--- src/hw/rtl/assert_macros.svh ---
// Assertion macros used by the top-level RTL file.
`ifndef ASSERT_MACROS_SVH
`define ASSERT_MACROS_SVH
`ifndef ASSERT_OFF
`define ASSERT_IMPL(label, clk, rst_n, a, c) \
	label: assert property (@(posedge clk) disable iff (!rst_n) (a) |-> (c)) \
		else $error("assertion failed");
`define ASSERT_NEXT(label, clk, rst_n, a, c) \
	label: assert property (@(posedge clk) disable iff (!rst_n) (a) |=> (c)) \
		else $error("assertion failed");
`else
`define ASSERT_IMPL(label, clk, rst_n, a, c)
`define ASSERT_NEXT(label, clk, rst_n, a, c)
`endif
`endif

--- src/hw/rtl/vtp_pkg.sv ---
// Shared constants and types for the vertex transform and project unit.
`timescale 1ns / 1ps
package vtp_pkg;
	localparam int COORD_W_DEF  = 32;
	localparam int COEF_W_DEF   = 20;
	localparam int SCREEN_W_DEF = 16;
	localparam int FRAC_BITS    = 16;
	localparam int DIST_W       = 12;
	localparam int CFG_DATA_W   = 64;
	localparam int CFG_ADDR_W   = 6;
	localparam logic signed [31:0] NEAR_PLANE = 32'sd327680;
	localparam logic [31:0] FAR_RESET = 32'd65536000;
	localparam logic [DIST_W-1:0] DIST_RESET = 12'd256;
	localparam int MIN_Z = 7;

	typedef enum logic [2:0] {
		REG_ROW_X    = 3'd0,
		REG_ROW_Y    = 3'd1,
		REG_ROW_Z    = 3'd2,
		REG_SHIFT_XY = 3'd3,
		REG_SHIFT_Z  = 3'd4,
		REG_DIST     = 3'd5,
		REG_FAR      = 3'd6,
		REG_Z_OFF    = 3'd7
	} reg_idx_t;

	typedef struct packed {
		logic [63:0]       row_x;
		logic [63:0]       row_y;
		logic [63:0]       row_z;
		logic [63:0]       shift_xy;
		logic [31:0]       shift_z;
		logic [DIST_W-1:0] view_dist;
		logic [31:0]       far_lim;
		logic [31:0]       z_off;
	} cfg_t;

	typedef struct packed {
		logic valid;
		logic visible;
		logic last;
	} flags_t;
endpackage

--- src/hw/rtl/vtp_regs.sv ---
// Configuration register file behind the APB-style port.
`timescale 1ns / 1ps
module vtp_regs import vtp_pkg::*; #(
	parameter int COEF_WIDTH = COEF_W_DEF
) (
	input  logic                  clk,
	input  logic                  arst_n,
	input  logic                  psel,
	input  logic                  penable,
	input  logic                  pwrite,
	input  logic [CFG_ADDR_W-1:0] paddr,
	input  logic [CFG_DATA_W-1:0] pwdata,
	output logic [CFG_DATA_W-1:0] prdata,
	output logic                  pready,
	output cfg_t                  cfg
);
	localparam int ROW_W = 3 * COEF_WIDTH;

	logic [ROW_W-1:0]  row_x_q, row_y_q, row_z_q;
	logic [63:0]       shift_xy_q;
	logic [31:0]       shift_z_q, far_q, z_off_q;
	logic [DIST_W-1:0] dist_q;
	logic              wr_en;
	reg_idx_t          idx;

	assign pready = 1'b1;
	assign wr_en  = psel && penable && pwrite;
	assign idx    = reg_idx_t'(paddr[CFG_ADDR_W-1:3]);

	always_ff @(posedge clk or negedge arst_n) begin
		if (!arst_n) begin
			row_x_q    <= ROW_W'(1) << FRAC_BITS;
			row_y_q    <= ROW_W'(1) << (COEF_WIDTH + FRAC_BITS);
			row_z_q    <= ROW_W'(1) << (2 * COEF_WIDTH + FRAC_BITS);
			shift_xy_q <= '0;
			shift_z_q  <= '0;
			dist_q     <= DIST_RESET;
			far_q      <= FAR_RESET;
			z_off_q    <= '0;
		end else if (wr_en) begin
			unique case (idx)
				REG_ROW_X:    row_x_q    <= pwdata[ROW_W-1:0];
				REG_ROW_Y:    row_y_q    <= pwdata[ROW_W-1:0];
				REG_ROW_Z:    row_z_q    <= pwdata[ROW_W-1:0];
				REG_SHIFT_XY: shift_xy_q <= pwdata;
				REG_SHIFT_Z:  shift_z_q  <= pwdata[31:0];
				REG_DIST:     dist_q     <= pwdata[DIST_W-1:0];
				REG_FAR:      far_q      <= pwdata[31:0];
				REG_Z_OFF:    z_off_q    <= pwdata[31:0];
				default:      ;
			endcase
		end
	end

	always_comb begin
		unique case (idx)
			REG_ROW_X:    prdata = 64'(row_x_q);
			REG_ROW_Y:    prdata = 64'(row_y_q);
			REG_ROW_Z:    prdata = 64'(row_z_q);
			REG_SHIFT_XY: prdata = shift_xy_q;
			REG_SHIFT_Z:  prdata = 64'(shift_z_q);
			REG_DIST:     prdata = 64'(dist_q);
			REG_FAR:      prdata = 64'(far_q);
			REG_Z_OFF:    prdata = 64'(z_off_q);
			default:      prdata = '0;
		endcase
	end

	assign cfg.row_x     = 64'(row_x_q);
	assign cfg.row_y     = 64'(row_y_q);
	assign cfg.row_z     = 64'(row_z_q);
	assign cfg.shift_xy  = shift_xy_q;
	assign cfg.shift_z   = shift_z_q;
	assign cfg.view_dist = dist_q;
	assign cfg.far_lim   = far_q;
	assign cfg.z_off     = z_off_q;
endmodule

--- config.mk ---
export PLATFORM = sky130hd
export DESIGN_NAME = vtp_regs
export DESIGN_NICKNAME = d
export VERILOG_FILES = /design/src/hw/rtl/assert_macros.svh /design/src/hw/rtl/vtp_pkg.sv /design/src/hw/rtl/vtp_regs.sv
export SDC_FILE = /design/constraint.sdc
export NUM_CORES = 1
export LEC_CHECK = 0
export BUFFER_PORTS_ARGS = -buffer_cell sky130_fd_sc_hd__buf_2
export CAP_MARGIN = 40
export CORE_AREA = 2 2 194 196
export CTS_CLUSTER_DIAMETER = 40
export CTS_CLUSTER_SIZE = 8
export DETAILED_ROUTE_END_ITERATION = 16
export DIE_AREA = 0 0 196 198
export GPL_ROUTABILITY_DRIVEN = 0
export PLACE_DENSITY = 0.71
export SLEW_MARGIN = 15
export SYNTH_ARGS = -nofsm -noshare
export SYNTH_HDL_FRONTEND = slang
export SYNTH_SLANG_ARGS = --single-unit
--- constraint.sdc ---
create_clock -name clk -period 4.7 [get_ports clk]
set_clock_uncertainty 0.1 [all_clocks]
set_input_delay 0.47 -clock clk [delete_from_list [all_inputs] [get_ports clk]]
set_output_delay 0.47 -clock clk [all_outputs]
set_load 0.02 [all_outputs]
==> results of run 1 <==
[where the power goes]
group          leakage [nW]  total, mW  internal [mW]  switching, mW
Combinational          5.39       2.90           1.20           1.70
Clock                 0.880       3.92           2.51           1.41
Sequential             4.47       4.13           3.65          0.480
Total                  10.7       10.9           7.36           3.59
[logic make-up after synthesis]
kind of cell / count (synthesis)
muxes: 444
DFF: 352
buffers and inverters: 93
and+or+nand+nor: 116
other: 2
AOI/OAI and AO/OA: 106
[sequential cells by signal (all words and copies together) (netlist names)]
register	flops
far_q	32
dist_q	12
shift_xy_q	64
shift_z_q	32
row_x_q	60
row_z_q	60
z_off_q	32
row_y_q	60
[path summary, 6_finish.rpt]
path                                 from        endpoint  slack (ps)  cells past startpoint
setup / recovery                 paddr[5]       prdata[3]        1380                      7
hold / removal                 pwdata[61]  shift_xy_q[61]          50                      2
setup reg to reg           shift_xy_q[62]  shift_xy_q[62]        3760                      1
hold reg to reg               row_z_q[41]     row_z_q[41]         410                      1
max in group asynchronous          arst_n     z_off_q[27]        2910                      3
min in group asynchronous          arst_n     row_x_q[38]         460                      2
[critical path: stages]
cell,delay [ps]
buf_4,520
buf_4,400
nand2b_1,640
o21ai_0,190
a21oi_1,170
o22a_1,140
buf_2,170
[stage by stage]
step | utilization, % | hold slack (ps)
detailed placement | 51.6 | 396
CTS | 56.5 | 9.27
global route | 56.6 | 34.4
finish | 56.6 | 50.1
floorplan | - | 74.4
global placement | 51.6 | 384
[cell type report]
cell class | instances | area, um^2 | share of cell area [%]
Timing Repair Buffer | 514 | 2720 | 13.0
Sequential cell | 352 | 8820 | 42.2
Multi-Input combinational cell | 679 | 6950 | 33.2
Antenna cell | 6 | 15.0 | 0.0718
Tap cell | 474 | 593 | 2.84
Clock buffer | 93 | 1660 | 7.96
Clock inverter | 15 | 139 | 0.664
Inverter | 5 | 18.8 | 0.0897
[metal layers]
layer	vias up	global-route usage (%)
met3	94	6.27
met1	6099	33.1
met2	492	43.1
li1	5082	-
met5	-	0
met4	0	10.3
[layout by cell type (no fill, tap or decap), types with 23 or more instances in the layout]
| cell | netlist | routed |
|---|---|---|
| buf_4 | 26 | 23 |
| clkbuf_1 | 17 | 28 |
| dfrtp_1 | 342 | 342 |
| nand2_1 | 23 | 23 |
| nor2b_1 | 32 | 32 |
| mux2_4 | 60 | 60 |
| mux2_2 | 263 | 263 |
| nor2_1 | 34 | 30 |
| a21oi_1 | 27 | 27 |
| buf_2 | 26 | 483 |
| mux2i_1 | 58 | 58 |
| mux4_2 | 35 | 35 |
| mux2_1 | 28 | 28 |
| clkbuf_16 | 0 | 59 |
==> flow_summary.toml, run 1 <==
[synth]
synth_xor_xnor_area_share_pct = 0
yosys-mux-area-fraction_pct = 34.0
synthCells = 1113
ys_ff_latch = 352
synth-simple-area-share_pct = 3.74
synth_area_leader_cell = "dfrtp_1"
syn_area_um2 = 16300
synth-adder-area-share_pct = 0
synth_top_area_share_pct = 52.5
synth_cell_types = 37
synthTopCellsByArea = "dfrtp_1 53%, mux2_2 18%, mux2_4 5.5%, mux4_2 4.8%, mux2i_1 3.6%"
synth_compound_area_share_pct = 4.30
ys.flop_type = "dfrtp_1"
synth_seq_area_share_pct = 54.1
synth_top_family_by_area = "multiplexers"
post-synth-top-count-cell = "dfrtp_1"
yosys_warnings = 0
avgSynthCellArea_um2 = 14.6
synthTopCellsByCount = "342 x dfrtp_1, 263 x mux2_2, 60 x mux2_4"
async_flop_share_pct = 100
synth_edf_count = 0

[setup_path]
critPathLaunchType = "primary input"
crit_fanout = 50
cp.required_ps = 4130
arrival_ps = 2750
end_kind = "output port"
crit_type = "in2out"

[clocking]
clock-sinks = 352
htreeDepth = 2
clk-insertion-delay-late_ps = 580
hold_buffers = 1
clk_pin_slew_ps = 40
cts_max_path_buffers = 3
cts_resized = 0
root_buffer = "clkbuf_16"
cts_buffers = 58
postCtsSetupRepairBufs = 0
cts_tree = "built"

[global_routing]
grt_max_degree = 112
grt_util_all_layers_pct = 26.0
grt_overflow = 0
antenna_found_initial = 6
grt_pass1_wl_um = 76200
grt_pass1_vias = 12200

[die]
die_w_um = 196
core-area_um2 = 37000
start_util_pct = 44.1
io_pins = 504
die_y_um = 198
dieArea_um2 = 38800
num_rows = 71

[timing]
fmax_mhz = 301
hold_viol_final = 0
min_period_ps = 3320
finalCritPeriodShare_pct = 70.6
finalSetupViolations = 0
slew_viol_final = 0
worst_pin_slew_ps = 935
final.setup.tns_ps = 0
rsz0062_at_grt = "false"
setup_ws_ps = 1380
slew_headroom_pct = 37.5

[finish]
stdcell_count = 2138
stdcell_area_um2 = 20900
fin_nets = 1685
num-fill-cells = 3036
area_growth_pct = 28.3
drive_above_1_share_pct = 58.5

[power]
p_leak_nw = 10.7
p_total_mw = 10.9
peakVddDrop_mv = 0.352
p_per_area_nw_per_um2 = 523

[drt]
routedWlPerCell_um = 23.9
wl_met2_um = 25100
vias = 11800
highest-signal-layer = "met4"
first_pass_iters = 4
ant_nets = 0
wl_met3_um = 3500
drc_errors = 0
vias_per_cell = 5.50
routed_wl_um = 51100
drt-initial-drc-count = 449
wl_met1_um = 20900

[placed_design]
io_buffers = 487
hpwlAfterDp_um = 33900
post-place-cells = 2022
placed_area_um2 = 19100
place_ws_ps = 1450

[status]
status = "finished, final reports clean"

[min_path]
hp-class = "in2reg"

[run]
drv_cap = 0
No activity file was read; power rests on OpenSTA's default activity.
==> run 2, diff against run 1 <==
==> constraint.sdc (replaced) <==
create_clock -name clk -period 3.3 [get_ports clk]
set_clock_uncertainty 0.1 [all_clocks]
set_input_delay 0.33 -clock clk [delete_from_list [all_inputs] [get_ports clk]]
set_output_delay 0.33 -clock clk [all_outputs]
set_load 0.02 [all_outputs]
==> run 2 against run 1 <==
Against the previous run:
- combinational power up 45%
- worst hold slack better by 210 ps
- sequential share of layout area down 1.6 points
- sequential power up 43%
- register-to-register slack worse by 1400 ps
- setup slack worse by 630 ps
- critical path depth unchanged
- wire length up 1.9%
- global-route usage up 0.43 points
- clock power up 48%
- critical endpoint is now prdata[8]
- largest cell class unchanged
==> flow_summary.toml, run 2 (synthesized netlist as in run 1, its figures left out) <==
[finish]
regMostFlops = "shift_xy_q"
multiInputGateArea_um2 = 6950
fin_nets = 1760
register_area_um2 = 8820
num-fill-cells = 2962
drive_above_1_share_pct = 56.7
stdcell_count = 2206
area_growth_pct = 33.4
mostFrequentLayoutCell = "buf_2"
final_cell_mix = "483 x buf_2, 342 x dfrtp_1, 263 x mux2_2"
largest_reg_flops = 64

[drt]
drt-initial-drc-count = 516
routedWlPerCell_um = 23.6
vias_per_cell = 5.56
first_pass_iters = 5
ant_nets = 0
routed_wl_um = 52100
vias = 12300
drc_errors = 0

[clocking]
cts_max_path_buffers = 3
cts_tree = "built"
clk_pin_slew_ps = 50
cts_resized = 0
postCtsSetupRepairBufs = 0
clock-sinks = 352
htreeDepth = 2
cts_buffers = 59
root_buffer = "clkbuf_16"
clk-insertion-delay-late_ps = 570

[timing]
finalSetupViolations = 0
fmax_mhz = 392
worst_pin_slew_ps = 772
rsz0062_at_grt = "false"
hold_viol_final = 0
final.setup.tns_ps = 0
slew_viol_final = 0
min_period_ps = 2550
slew_headroom_pct = 48.4
finalCritPeriodShare_pct = 77.3

[die]
io_pins = 504
num_rows = 71
die_y_um = 198
dieArea_um2 = 38800
start_util_pct = 44.1
die_w_um = 196
core-area_um2 = 37000

[setup_path]
path_depth = 7
r2r_start = "row_z_q[49]"
critPathMaxStageDelay_ps = 450
crit_fanout = 31
end_kind = "output port"
crit_start = "paddr[3]"
reg2reg_slack_ps = 2360
cpMostUsedCell = "buf_4"
crit_type = "in2out"
reg2reg_to = "row_z_q[49]"
crit_chain = "buf_4, buf_4, buf_4, mux2i_1, a211oi_1, o22a_1, buf_2"
slowest_stage = "buf_4"
cp_top_family = "buffers and inverters"
cp.required_ps = 2870
path_buf_inv = 4
critPathLaunchType = "primary input"
crit_end = "prdata[8]"
arrival_ps = 2120
reg2regPathDepth = 1

[global_routing]
grt_pass1_wl_um = 77800
grt_util_all_layers_pct = 26.4
grt_max_degree = 89
grt_overflow = 0
grt_pass1_vias = 12700
antenna_found_initial = 1

[placed_design]
post-place-cells = 2032
hpwlAfterDp_um = 34200
io_buffers = 487

[power]
peakVddDrop_mv = 0.469
p_per_area_nw_per_um2 = 732
p_leak_nw = 11.1

[run]
drv_cap = 0

[min_path]
hp-class = "in2async"

[status]
status = "finished, final reports clean"
-- run 2: report_power, final --
| group | leakage, nW | total [mW] | switching (mW) | internal (mW) |
|---|---|---|---|---|
| Combinational | 5.71 | 4.21 | 2.44 | 1.77 |
| Sequential | 4.47 | 5.89 | 0.695 | 5.20 |
| Clock | 0.907 | 5.81 | 2.02 | 3.79 |
-- run 2: what timing repair did --
item | CTS | global route
setup endpoints to repair | 0 | 0
hold buffers | 65 | 0
endpoints found under the hold margin | 424 | 0
-- run 2: worst min path at each step --
stage,start,end,slack (ps),depth (start not counted)
after global placement,arst_n,row_x_q[38],280,1
after floorplan,arst_n,dist_q[0],-70,0
after global routing,arst_n,row_x_q[38],290,2
after detailed placement,arst_n,row_x_q[38],290,1
final,arst_n,row_x_q[38],260,2
after CTS,arst_n,row_x_q[38],260,2
-- run 2: stage by stage --
step | cell area [um^2] | utilization (%) | power, mW | hold slack [ps] | worst slack [ps]
floorplan | 16300 | - | 8.39 | -65.6 | 1260
global placement | 19200 | 52.0 | 9.98 | 284 | 714
global route | 21700 | 58.8 | 16.6 | 290 | 601
finish | 21700 | 58.8 | 15.9 | 264 | 750
CTS | 21700 | 58.8 | 16.0 | 259 | 737
detailed placement | 19200 | 52.0 | 10.1 | 287 | 690
-- run 2: final cells by class --
class / instances / share of cell area, %
Sequential cell: 352 / 40.6
Multi-Input combinational cell: 679 / 31.9
Timing Repair Buffer: 588 / 16.0
Clock buffer: 92 / 7.79
Tap cell: 474 / 2.73
Clock inverter: 15 / 0.858
Inverter: 5 / 0.0863
Antenna cell: 1 / 0.0115
-- run 2: layer usage --
metal	up-vias	track usage, %	part of all wire [%]
met3	125	6.29	7.1
met5	-	0	0
li1	5209	-	-
met2	566	44.0	49
met1	6358	32.7	40
met4	0	12.3	4.0
